[config.mk]
export PLATFORM = sky130hd
export DESIGN_NAME = etp_eval
export DESIGN_NICKNAME = d
export VERILOG_FILES = /design/src/rtl/etp_pkg.sv /design/src/rtl/etp_eval.sv
export SDC_FILE = /design/constraint.sdc
export NUM_CORES = 1
export LEC_CHECK = 0
export ABC_AREA = 1
export BUFFER_PORTS_ARGS = -buffer_cell sky130_fd_sc_hd__buf_2
export CAP_MARGIN = 20
export CORE_ASPECT_RATIO = 1.5
export CORE_MARGIN = 1
export CORE_UTILIZATION = 56
export DETAILED_ROUTE_END_ITERATION = 8
export PLACE_DENSITY = 0.87
export SLEW_MARGIN = 5
export SYNTH_ARGS = -nofsm -noshare
export SYNTH_HDL_FRONTEND = slang
export SYNTH_SLANG_ARGS = --single-unit
[constraint.sdc]
create_clock -name vclk -period 15.55
set_clock_uncertainty 0.1 [all_clocks]
set_input_delay 3.11 -clock vclk [all_inputs]
set_output_delay 3.11 -clock vclk [all_outputs]
set_load 0.01 [all_outputs]
[src/rtl/etp_pkg.sv]
// ----------------------------------------------------------------------------
// etp_pkg: shared types and constants of the exclusive time profiler
// trace event and result words, error codes, control structs between modules
// ----------------------------------------------------------------------------
package etp_pkg;

   localparam int ID_W    = 8;
   localparam int TIME_W  = 32;
   localparam int LAST_W  = TIME_W + 1;
   localparam int DEPTH_W = 7;
   localparam int ERR_W   = 2;
   localparam int ID_SPAN = 1 << ID_W;

   localparam logic [TIME_W-1:0] TOTAL_MAX = '1;

   localparam logic KIND_START = 1'b0;
   localparam logic KIND_END   = 1'b1;

   localparam logic [ERR_W-1:0] ERR_NONE  = 2'd0;
   localparam logic [ERR_W-1:0] ERR_EMPTY = 2'd1;
   localparam logic [ERR_W-1:0] ERR_FULL  = 2'd2;
   localparam logic [ERR_W-1:0] ERR_BACK  = 2'd3;

   typedef struct packed {
      logic              kind;
      logic [ID_W-1:0]   func_id;
      logic [TIME_W-1:0] timestamp;
   } req_word_type;

   typedef struct packed {
      logic               credited_valid;
      logic [ID_W-1:0]    credited_func;
      logic [TIME_W-1:0]  credited_amount;
      logic [TIME_W-1:0]  new_total;
      logic [DEPTH_W-1:0] depth_after;
      logic [ERR_W-1:0]   error_code;
   } rsp_word_type;

   typedef struct packed {
      logic push;
      logic pop;
   } stack_op_type;

   typedef struct packed {
      logic empty;
      logic full;
   } stack_status_type;

   typedef struct packed {
      logic              push;
      logic              pop;
      logic              credit;
      logic [LAST_W-1:0] new_last;
      logic [TIME_W-1:0] new_total;
   } decision_type;

endpackage

[src/rtl/etp_eval.sv]
// ----------------------------------------------------------------------------
// etp_eval: event evaluation
// checks one trace event, works out the credit and the saturated new total
// ----------------------------------------------------------------------------
module etp_eval (
   input  etp_pkg::req_word_type       req,
   input  etp_pkg::stack_status_type   status,
   input  logic [etp_pkg::ID_W-1:0]    top_id,
   input  logic [etp_pkg::TIME_W-1:0]  cur_total,
   input  logic [etp_pkg::LAST_W-1:0]  last_time,
   output etp_pkg::decision_type       dec,
   output etp_pkg::rsp_word_type       rsp
);

   logic [etp_pkg::LAST_W-1:0] ts_ext;
   logic [etp_pkg::LAST_W-1:0] span;
   logic [etp_pkg::TIME_W-1:0] amount;
   logic [etp_pkg::LAST_W-1:0] sum;
   logic                       back;
   logic [etp_pkg::ERR_W-1:0]  err;

   assign ts_ext = {1'b0, req.timestamp};
   assign back   = (ts_ext < last_time);

   always_comb begin
      dec      = '0;
      err      = etp_pkg::ERR_NONE;
      span     = '0;
      amount   = '0;
      if (req.kind == etp_pkg::KIND_START) begin
         if (status.full) begin
            err = etp_pkg::ERR_FULL;
         end else if (back) begin
            err = etp_pkg::ERR_BACK;
         end else begin
            dec.push     = 1'b1;
            dec.credit   = !status.empty;
            dec.new_last = ts_ext;
            span         = ts_ext - last_time;
            amount       = span[etp_pkg::TIME_W-1:0];
         end
      end else begin
         if (status.empty) begin
            err = etp_pkg::ERR_EMPTY;
         end else if (back) begin
            err = etp_pkg::ERR_BACK;
         end else begin
            dec.pop      = 1'b1;
            dec.credit   = 1'b1;
            dec.new_last = ts_ext + etp_pkg::LAST_W'(1);
            span         = ts_ext - last_time + etp_pkg::LAST_W'(1);
            amount       = span[etp_pkg::TIME_W] ? etp_pkg::TOTAL_MAX
                                                 : span[etp_pkg::TIME_W-1:0];
         end
      end
      sum           = {1'b0, cur_total} + {1'b0, amount};
      dec.new_total = sum[etp_pkg::TIME_W] ? etp_pkg::TOTAL_MAX
                                           : sum[etp_pkg::TIME_W-1:0];
   end

   always_comb begin
      rsp                 = '0;
      rsp.error_code      = err;
      if (dec.credit) begin
         rsp.credited_valid  = 1'b1;
         rsp.credited_func   = top_id;
         rsp.credited_amount = amount;
         rsp.new_total       = dec.new_total;
      end
   end

endmodule

==> summary.md <==
| Metric | Value |
|---|---|
| Sequential share of the synthesized area | `0%` |
| Synth Area in Adders | `10.7%` |
| Worst Path Required | `~12 ns` |
| Pins Over Slew Limit | `0` |
| GRT Util Overall | `about a third` |
| Post-DR wirelength/cell | `12.0 µm` |
| Pwr/cell area | `between 30 and 40 nW/µm²` |
| RSZ-0062 raised after global routing | `no` |
| Vias in the first global route | `~9200` |
| Top Family by Delay on Critical Path | `compound AO/OA/AOI/OAI gates` |
| Die Ht | `149 µm` |
| Hold Vio Cnt, Final | `0` |
| Via count | `between 10000 and 15000` |
| Placer congestion estimate | `just under 1` |
| First-pass GRT wire length | `between 30000 and 40000 µm` |
| Area Overhead vs Synth | `16.4%` |
| Slew headroom | `between 40% and 50%` |
| Max incr delay on CP | `between 0.5 and 0.6 ns` |
| Final instance area | `between 9000 and 10000 µm²` |
| # Max-Cap Violations | `0` |
| # diodes | `0` |
| Congestion Overflow GR | `0` |
| Fraction of the mapped netlist area in simple logic gates | `49.9%` |
| Nets | `2027` |
| CTS-repair resized insts | `0` |
| Hold_ws | `6.41 ns` |
| First drt pass iteration count | `5` |
| Core Box Area | `14100 µm²` |
| Post-CTS setup buffers | `0` |
| Antenna viol nets, final | `0` |
| Warnings from Yosys | `0` |
| Worst Setup Start Kind | `input pin` |
| Largest net degree at the start of global routing | `73` |
| Fin crit share | `between 80 and 90%` |
| Number of clock buffers in the layout | `0` |
| Crit end category | `primary output` |
| # hold bufs at CTS | `0` |
| Post-synthesis mux area share | `0%` |
| Horiz. Die Dim | `between 90 and 100 µm` |
| Worst slew pin tran | `about 0.87 ns` |
| Worst Path Class, Setup | `input pin to primary output` |
| Avg Vias per Cell | `between 5 and 6` |
| Max Fanout on Critical Path | `35` |
| Endpoints failing setup | `0` |
| Complex-gate fraction of the synthesized area | `between 10% and 20%` |
| Port Buffers | `approximately 250` |
| Tot Pwr | `approximately 350 µW` |
| Boundary pin count | `about 270` |
| Outcome | `finished clean` |
| Worst EP arrival | `~9.3 ns` |
| Buf/Inv on CP | `6` |
| Synth Area in XOR/XNOR | `under 10%` |
| Residual DRC | `0` |
| Starting Density | `approximately 57%` |
| Leakage | `about 0.006 µW` |
| Initial antenna violation count | `0` |
| Placed cell area | `between 9000 and 10000 µm²` |
| Post-synthesis area per instance | `4.99 µm²` |
| Die area | `between 10000 and 15000 µm²` |
| Seq cells | `0` |
| Max VDD drop | `about 0.015 mV` |
| # rows | `53` |
| Slowest CP cell | `nand2_1` |
| Min-Delay Path Class | `input pin to primary output` |
| Max Freq | `between 70 and 80 MHz` |
| Detailed Place HPWL | `21300 µm` |
| Drt total wl | `approximately 24000 µm` |
| Starting DRT DRC Count | `between 300 and 400` |
| Synth Cell Area | `~8100 µm²` |
| Share of layout cells above drive strength 1 | `20.6%` |
| Mapped Cells | `about 1600` |
| Largest family of logic cells by synthesized area | `simple AND/OR/NAND/NOR gates` |
| Setup TNS | `0 ns` |
| Period minus WS final | `between 10 and 15 ns` |
| Most frequent CP cell | `nand2_1` |
| Storage element area | `0 µm²` |
| Number of unique standard cell types used by synthesis | `46` |
## cells in the mapped netlist, types with 5 or more instances
cell	n	share of area (%)
nand2_1	569	26
inv_1	292	14
nor2_1	130	6.1
a21oi_1	107	6.6
nand3_1	92	5.7
ha_1	66	10
nand2_2	53	4.1
xor2_1	53	5.8
o21ai_0	38	2.4
nor2_2	21	1.6
a21oi_2	17	1.8
o22ai_1	17	1.3
nand4_1	16	1.2
nor3_1	14	0.87
xnor2_1	14	1.5
buf_2	12	0.74
inv_2	11	0.51
clkbuf_1	10	0.47
buf_4	9	0.84
a31oi_1	7	0.54
nor2_4	7	0.98
a21o_1	6	0.56
nand3_2	6	0.74
nor3_2	6	0.74
buf_6	5	0.70
o21ai_1	5	0.31
## cells by family after synthesis
logic type	after synthesis
simple gates	928
xor+xnor	67
compound gates	213
buf+inv	340
fa+ha+maj	68
other cells	1
## tightest hold or removal path, cell delays in order
cell and delay, ns:
buf_2 0.09, inv_1 0.04, nor2_1 0.03, buf_2 0.12
## power breakdown
part / leakage, µW / switching (µW) / internal (µW)
Sequential: 0 / 0 / 0
Clock: 0 / 0 / 0
Combinational: 0.00588 / 227 / 118
## cells in the final DEF, fill, tap and decap left out, types with 4 or more instances in the layout
master and count:
a21oi_1 107, conb_1 7, and2_1 4, o22ai_1 17, o211ai_1 4, nand3_1 92
nor2_2 21, o21ai_0 38, a21oi_2 17, a31oi_1 7, inv_2 11, xnor2_1 14
nor2_4 7, nor2_1 130, ha_1 66, buf_2 251, inv_1 292, o21ai_1 5
xor2_1 53, nand4_1 16, a21o_1 6, nor3_1 14, nor3_2 6, nand2_1 569
nand3_2 6, nand2_2 53
## path summary, 6_finish.rpt
kind | startpoint | end | slack (ns) | cells after the start
max | req[5] | rsp[35] | 3.01 | 32
min | top_id[0] | rsp[73] | 6.41 | 4
## layout make-up
class	instances	area (µm²)
multi-input cells	1283	6720
fillers	1492	4670
repair buffers	254	1280
inverters	304	1140
well taps	192	240
## layer usage
metal / track usage (%) / share of wire (%) / vias to the layer above
met5: 0 / 0 / -
met4: 11.9 / 3.9 / 0
met3: 0.890 / 3.7 / 66
met2: 62.9 / 52 / 318
met1: 34.3 / 41 / 4511
li1: - / - / 5481
## metrics by stage
stage | util, % | setup WS (ns) | cells
floorplan | - | 4.78 | 1623
global placement | 66.7 | 3.23 | 2033
detailed placement | 66.7 | 3.16 | 2033
CTS | 66.7 | 3.15 | 2033
global route | 66.7 | 2.51 | 2033
finish | 66.7 | 3.01 | 2033
(Power assumes the default switching activity.)
