===== src/rtl/etp_pkg.sv =====
// ----------------------------------------------------------------------------
// etp_pkg: shared types and constants of the exclusive time profiler
// trace event and result words, error codes, control structs between modules
// ----------------------------------------------------------------------------
package etp_pkg;

   localparam int ID_W    = 8;
   localparam int TIME_W  = 32;
   localparam int LAST_W  = TIME_W + 1;
   localparam int DEPTH_W = 7;
   localparam int ERR_W   = 2;
   localparam int ID_SPAN = 1 << ID_W;

   localparam logic [TIME_W-1:0] TOTAL_MAX = '1;

   localparam logic KIND_START = 1'b0;
   localparam logic KIND_END   = 1'b1;

   localparam logic [ERR_W-1:0] ERR_NONE  = 2'd0;
   localparam logic [ERR_W-1:0] ERR_EMPTY = 2'd1;
   localparam logic [ERR_W-1:0] ERR_FULL  = 2'd2;
   localparam logic [ERR_W-1:0] ERR_BACK  = 2'd3;

   typedef struct packed {
      logic              kind;
      logic [ID_W-1:0]   func_id;
      logic [TIME_W-1:0] timestamp;
   } req_word_type;

   typedef struct packed {
      logic               credited_valid;
      logic [ID_W-1:0]    credited_func;
      logic [TIME_W-1:0]  credited_amount;
      logic [TIME_W-1:0]  new_total;
      logic [DEPTH_W-1:0] depth_after;
      logic [ERR_W-1:0]   error_code;
   } rsp_word_type;

   typedef struct packed {
      logic push;
      logic pop;
   } stack_op_type;

   typedef struct packed {
      logic empty;
      logic full;
   } stack_status_type;

   typedef struct packed {
      logic              push;
      logic              pop;
      logic              credit;
      logic [LAST_W-1:0] new_last;
      logic [TIME_W-1:0] new_total;
   } decision_type;

endpackage


===== src/rtl/etp_stack.sv =====
// ----------------------------------------------------------------------------
// etp_stack: call stack of active function ids
// top entry in a register, the one below prefetched from the memory each cycle
// ----------------------------------------------------------------------------
module etp_stack #(
   parameter int STACK_DEPTH = 64
) (
   input  logic                         clock,
   input  logic                         reset,
   input  etp_pkg::stack_op_type        ops,
   input  logic [etp_pkg::ID_W-1:0]     push_id,
   output etp_pkg::stack_status_type    status,
   output logic [etp_pkg::ID_W-1:0]     top_id,
   output logic [etp_pkg::ID_W-1:0]     top_next,
   output logic [$clog2(STACK_DEPTH+1)-1:0] depth_next
);

   localparam int CW = $clog2(STACK_DEPTH + 1);
   localparam int SW = (STACK_DEPTH > 1) ? $clog2(STACK_DEPTH) : 1;

   logic [etp_pkg::ID_W-1:0] mem [STACK_DEPTH];

   logic [CW-1:0]            count_ff, count_in;
   logic [etp_pkg::ID_W-1:0] top_ff, top_in;
   logic [etp_pkg::ID_W-1:0] below_ff;
   logic [CW-1:0]            count_dec, count_sub2;
   logic [SW-1:0]            wr_addr, rd_addr;
   logic                     wr_en;

   always_comb begin
      count_in = count_ff;
      top_in   = top_ff;
      if (ops.push) begin
         count_in = count_ff + CW'(1);
         top_in   = push_id;
      end else if (ops.pop) begin
         count_in = count_ff - CW'(1);
         top_in   = below_ff;
      end
   end

   // old top moves into the memory on a push
   assign count_dec  = count_ff - CW'(1);
   assign wr_addr    = count_dec[SW-1:0];
   assign wr_en      = ops.push && (count_ff != '0);
   // entry just below the next top
   assign count_sub2 = count_in - CW'(2);
   assign rd_addr    = count_sub2[SW-1:0];

   always_ff @(posedge clock) begin
      if (wr_en) begin
         mem[wr_addr] <= top_ff;
      end
      if (wr_en && (wr_addr == rd_addr)) begin
         below_ff <= top_ff;
      end else begin
         below_ff <= mem[rd_addr];
      end
      top_ff <= top_in;
   end

   always_ff @(posedge clock) begin
      if (reset) begin
         count_ff <= '0;
      end else begin
         count_ff <= count_in;
      end
   end

   assign status.empty = (count_ff == '0);
   assign status.full  = (count_ff >= CW'(STACK_DEPTH));
   assign top_id       = top_ff;
   assign top_next     = top_in;
   assign depth_next   = count_in;

endmodule


===== config.mk =====
export PLATFORM = sky130hd
export DESIGN_NAME = etp_stack
export DESIGN_NICKNAME = d
export VERILOG_FILES = /design/src/rtl/etp_pkg.sv /design/src/rtl/etp_stack.sv
export SDC_FILE = /design/constraint.sdc
export NUM_CORES = 1
export LEC_CHECK = 0
export BUFFER_PORTS_ARGS = -buffer_cell sky130_fd_sc_hd__buf_2
export CAP_MARGIN = 10
export CORE_MARGIN = 4
export CORE_UTILIZATION = 56
export DETAILED_ROUTE_END_ITERATION = 16
export GPL_TIMING_DRIVEN = 0
export PLACE_DENSITY = 0.75
export REMOVE_ABC_BUFFERS = 1
export SYNTH_ARGS = -nofsm -noshare
export SYNTH_HDL_FRONTEND = slang
export SYNTH_SLANG_ARGS = --single-unit

===== constraint.sdc =====
create_clock -name clock -period 2.65 [get_ports clock]
set_clock_uncertainty 0.1 [all_clocks]
set_input_delay 0.3975 -clock clock [delete_from_list [all_inputs] [get_ports clock]]
set_output_delay 0.3975 -clock clock [all_outputs]
set_load 0.02 [all_outputs]

==> results.md <==
- Status: complete, but fails checks
- Failing checks: negative setup slack
- Max-cap viol count: 0
- Die Span Y: 201.5 um
- DP Worst Slack: -1.432 ns
- Length in cells of the worst reg-to-reg path: 9
- ANT cells: 0
- Crit path capture type: output pin
- Clock Path Buffers: 3
- PwrDens: 939.6 nW/um2
- First-pass GRT wire length: around 80000 um
- GP Congestion: between 0.8 and 0.9
- Worst reg-to-reg setup slack: -0.19 ns
- Worst Max-Slew Pin Slew: 1.087 ns
- Fin crit share: 1.441
- Startpoint types: register
- Peak Freq: 261.8 MHz
- Filler instances: between 1.5k and 2k
- Vias in the first global route: 11.68k
- Final Hold Fails: 0
- Worst Path Required: 2.15 ns
- RSZ-0062 raised after global routing: yes
- Synth async-reset ratio: 0
- Syn avg cell area: between 20 and 25 um2
- Port Buffers: 36
- GRT Util Overall: 0.2705
- Largest net degree at the start of global routing: 50
- Gr ovfl total: 0
- Area Overhead vs Synth: 23.66%
- Worst path slowest cell: mux4_2
- Synth Cell Area: roughly 21000 um2
- Root buf cell: clkbuf_16
- WS Path Type: reg -> out
- Final TNS setup: -10.05 ns
- Class of the worst hold path: in -> reg
- Final slew viol count: 0
- Initial core utilization: 0.5702
- Largest cells by area after synthesis: edfxtp_1, mux4_2, dfxtp_1
- Most used cell, CP: mux4_2
- Critical Path AT: 3.32 ns
- Slew headroom: 0.2751
- Crit-path leading delay family: multiplexers
- EDFF count, synth: around 510
- Final setup vio count: 42
- Clk sinks: roughly 530
- Vias: 11.74k
- Avg WL per Cell: approximately 35 um
- # nets final: 1197
- Vias per std cell: 6.939
- Post-synth top area cell: edfxtp_1
- Die Footprint: 40620 um2
- CTS tree: yes
- Netlist cell types: 48
- Hold path cells: 3
- HP Start: push_id[4]
- Clock latency on the worst-skew pair: roughly 0.58 ns
- H-Tree Depth: 2
- Worst setup margin: -1.169 ns
- Peak supply drop: 0.0005219 V
- Mapped Cells: 1017
- Pre-antenna DRT Iters: 6
- Dpl hpwl: 28090 um
- Register bit total from synthesis: 533
- Sequential fraction of the synthesis area: 0.7530
- Buffers plus inverters on the worst setup path: 3
- Placeable Area: 36790 um2
- Post-route ant nets: 0
- Dominant synthesized flop cell: edfxtp_1
- Crit-path max cell delay: 0.53 ns
- Share of cells above drive strength 1: 0.4371
- Initial drt markers: around 1.9k
- Post-Route WL: 58650 um
- Residual DRC: 0
- Row cnt: 70
- Tmin final: 3.819 ns
- Hold path endpoint: top_id[4]
- Worst-path fanout max: 7
- FF-to-FF End: top_id[0]
- Width of the die: 201.5 um
- TritonCTS buffer count: 51
- Critical Path, Cell by Cell: buf_16, buf_12, mux4_2, mux4_2, nor2b_2, a2111oi_4, nor4_2, buf_4
- Antenna violations before repair: 1
- YS warnings: 0
- Lkg Pwr: roughly 0.0084 uW
- Reg clk slew, reported paths: about 0.07 ns
- Share of the synthesized area in the top cell type: 0.7330
- Io pins: 37
synth_stat cells, types with 11 or more instances:
| library cell | count |
|---|---|
| inv_1 | 11 |
| buf_4 | 12 |
| dfxtp_1 | 21 |
| mux2i_1 | 26 |
| mux4_2 | 140 |
| o21ai_0 | 11 |
| edfxtp_1 | 512 |
| nor2b_1 | 14 |
| clkbuf_1 | 19 |
| buf_2 | 15 |
| a22oi_1 | 12 |
| nor2_1 | 86 |
| nand2_1 | 35 |
report_power, final:
group	total [uW]	leakage [uW]	switching [uW]	internal, uW
combinational	6230	0.00280	3640	2580
clock	6980	0.000782	3110	3870
sequential	11200	0.00478	807	10400
timing repair:
| item | 4_1_cts | 5_1_grt |
|---|---|---|
| pin swaps | 52 | 19 |
| buffers inserted | 86 | 20 |
| hold endpoints to repair | 8 | 0 |
| gates resized for setup | 227 | 45 |
| setup endpoints to repair | 535 | 279 |
| hold buffers | 2 | 0 |
| cloned | 7 | 2 |
routing by layer:
| metal | GRT usage | up-vias | routed length, um |
|---|---|---|---|
| met5 | 0 | - | 13 |
| met4 | 0.1152 | 2 | 3552 |
| met3 | 0.05367 | 236 | 6764 |
| met2 | 0.4336 | 990 | 28480 |
| met1 | 0.3699 | 5957 | 19840 |
| li1 | - | 4556 | - |
layout by cell type (no fill, tap or decap), types with 9 or more instances in the layout:
cell type	instances
mux2i_1	23
edfxtp_1	512
nor2_1	20
nor2_4	66
mux4_2	140
clkinv_2	11
buf_16	9
dfxtp_2	12
nor2b_1	11
a22oi_1	9
clkbuf_1	15
nand2_1	27
buf_2	26
clkbuf_16	55
buf_4	73
buf_12	42
sequential cells by signal, summed over array words and instances, names as in the netlist, named ones only:
register,count
count_ff,7
top_id,8
mem,512
stage by stage:
stage	total power (uW)	area, um2	hold slack, ns	util	cells
floorplan	14020	20670	0.3691	-	964
global placement	15520	21440	0.5671	0.5828	1468
detailed placement	15760	21790	0.5461	0.5925	1482
CTS	23560	25560	0.05405	0.6948	1672
global route	24980	25940	0.04861	0.7051	1692
finish	24370	25940	0.04236	0.7051	1692
worst min-delay path, cell delays in order:
cell,delay [ns]
buf_2,0.08
nand2_1,0.10
o2111ai_4,0.10
kinds of logic after synthesis:
group	share of synthesized area
AOI/OAI and AO/OA	0.02332
xor gates and xnor gates	0.005011
adders and majority gates	0.001790
buffers and inverters	0.01652
DFF	0.7530
muxes	0.1665
and+or+nand+nor	0.03382
worst max path at each step:
stage                   to     start  slack (ns)  depth (start not counted)
5_1_grt        top_next[3]  register       -1.21                          8
6_report       top_next[3]  register       -1.17                          8
3_3_place_gp   top_next[5]  register       -7.63                          6
4_1_cts        top_next[4]  register       -1.01                          8
3_5_place_dp   top_next[3]  register       -1.43                          8
2_1_floorplan  top_next[0]  register       -4.91                          5
final cells by class:
type,instances,area (um2),share of cell area
Sequential cell,533,15840,0.6107
Timing Repair Buffer,165,2024,0.07805
Tap cell,468,585.6,0.02258
Multi-Input combinational cell,419,5848,0.2255
Inverter,12,57.56,0.002219
Clock inverter,20,102.6,0.003956
Clock buffer,75,1479,0.05702
Note: power is estimated with default switching activity, not from simulation.
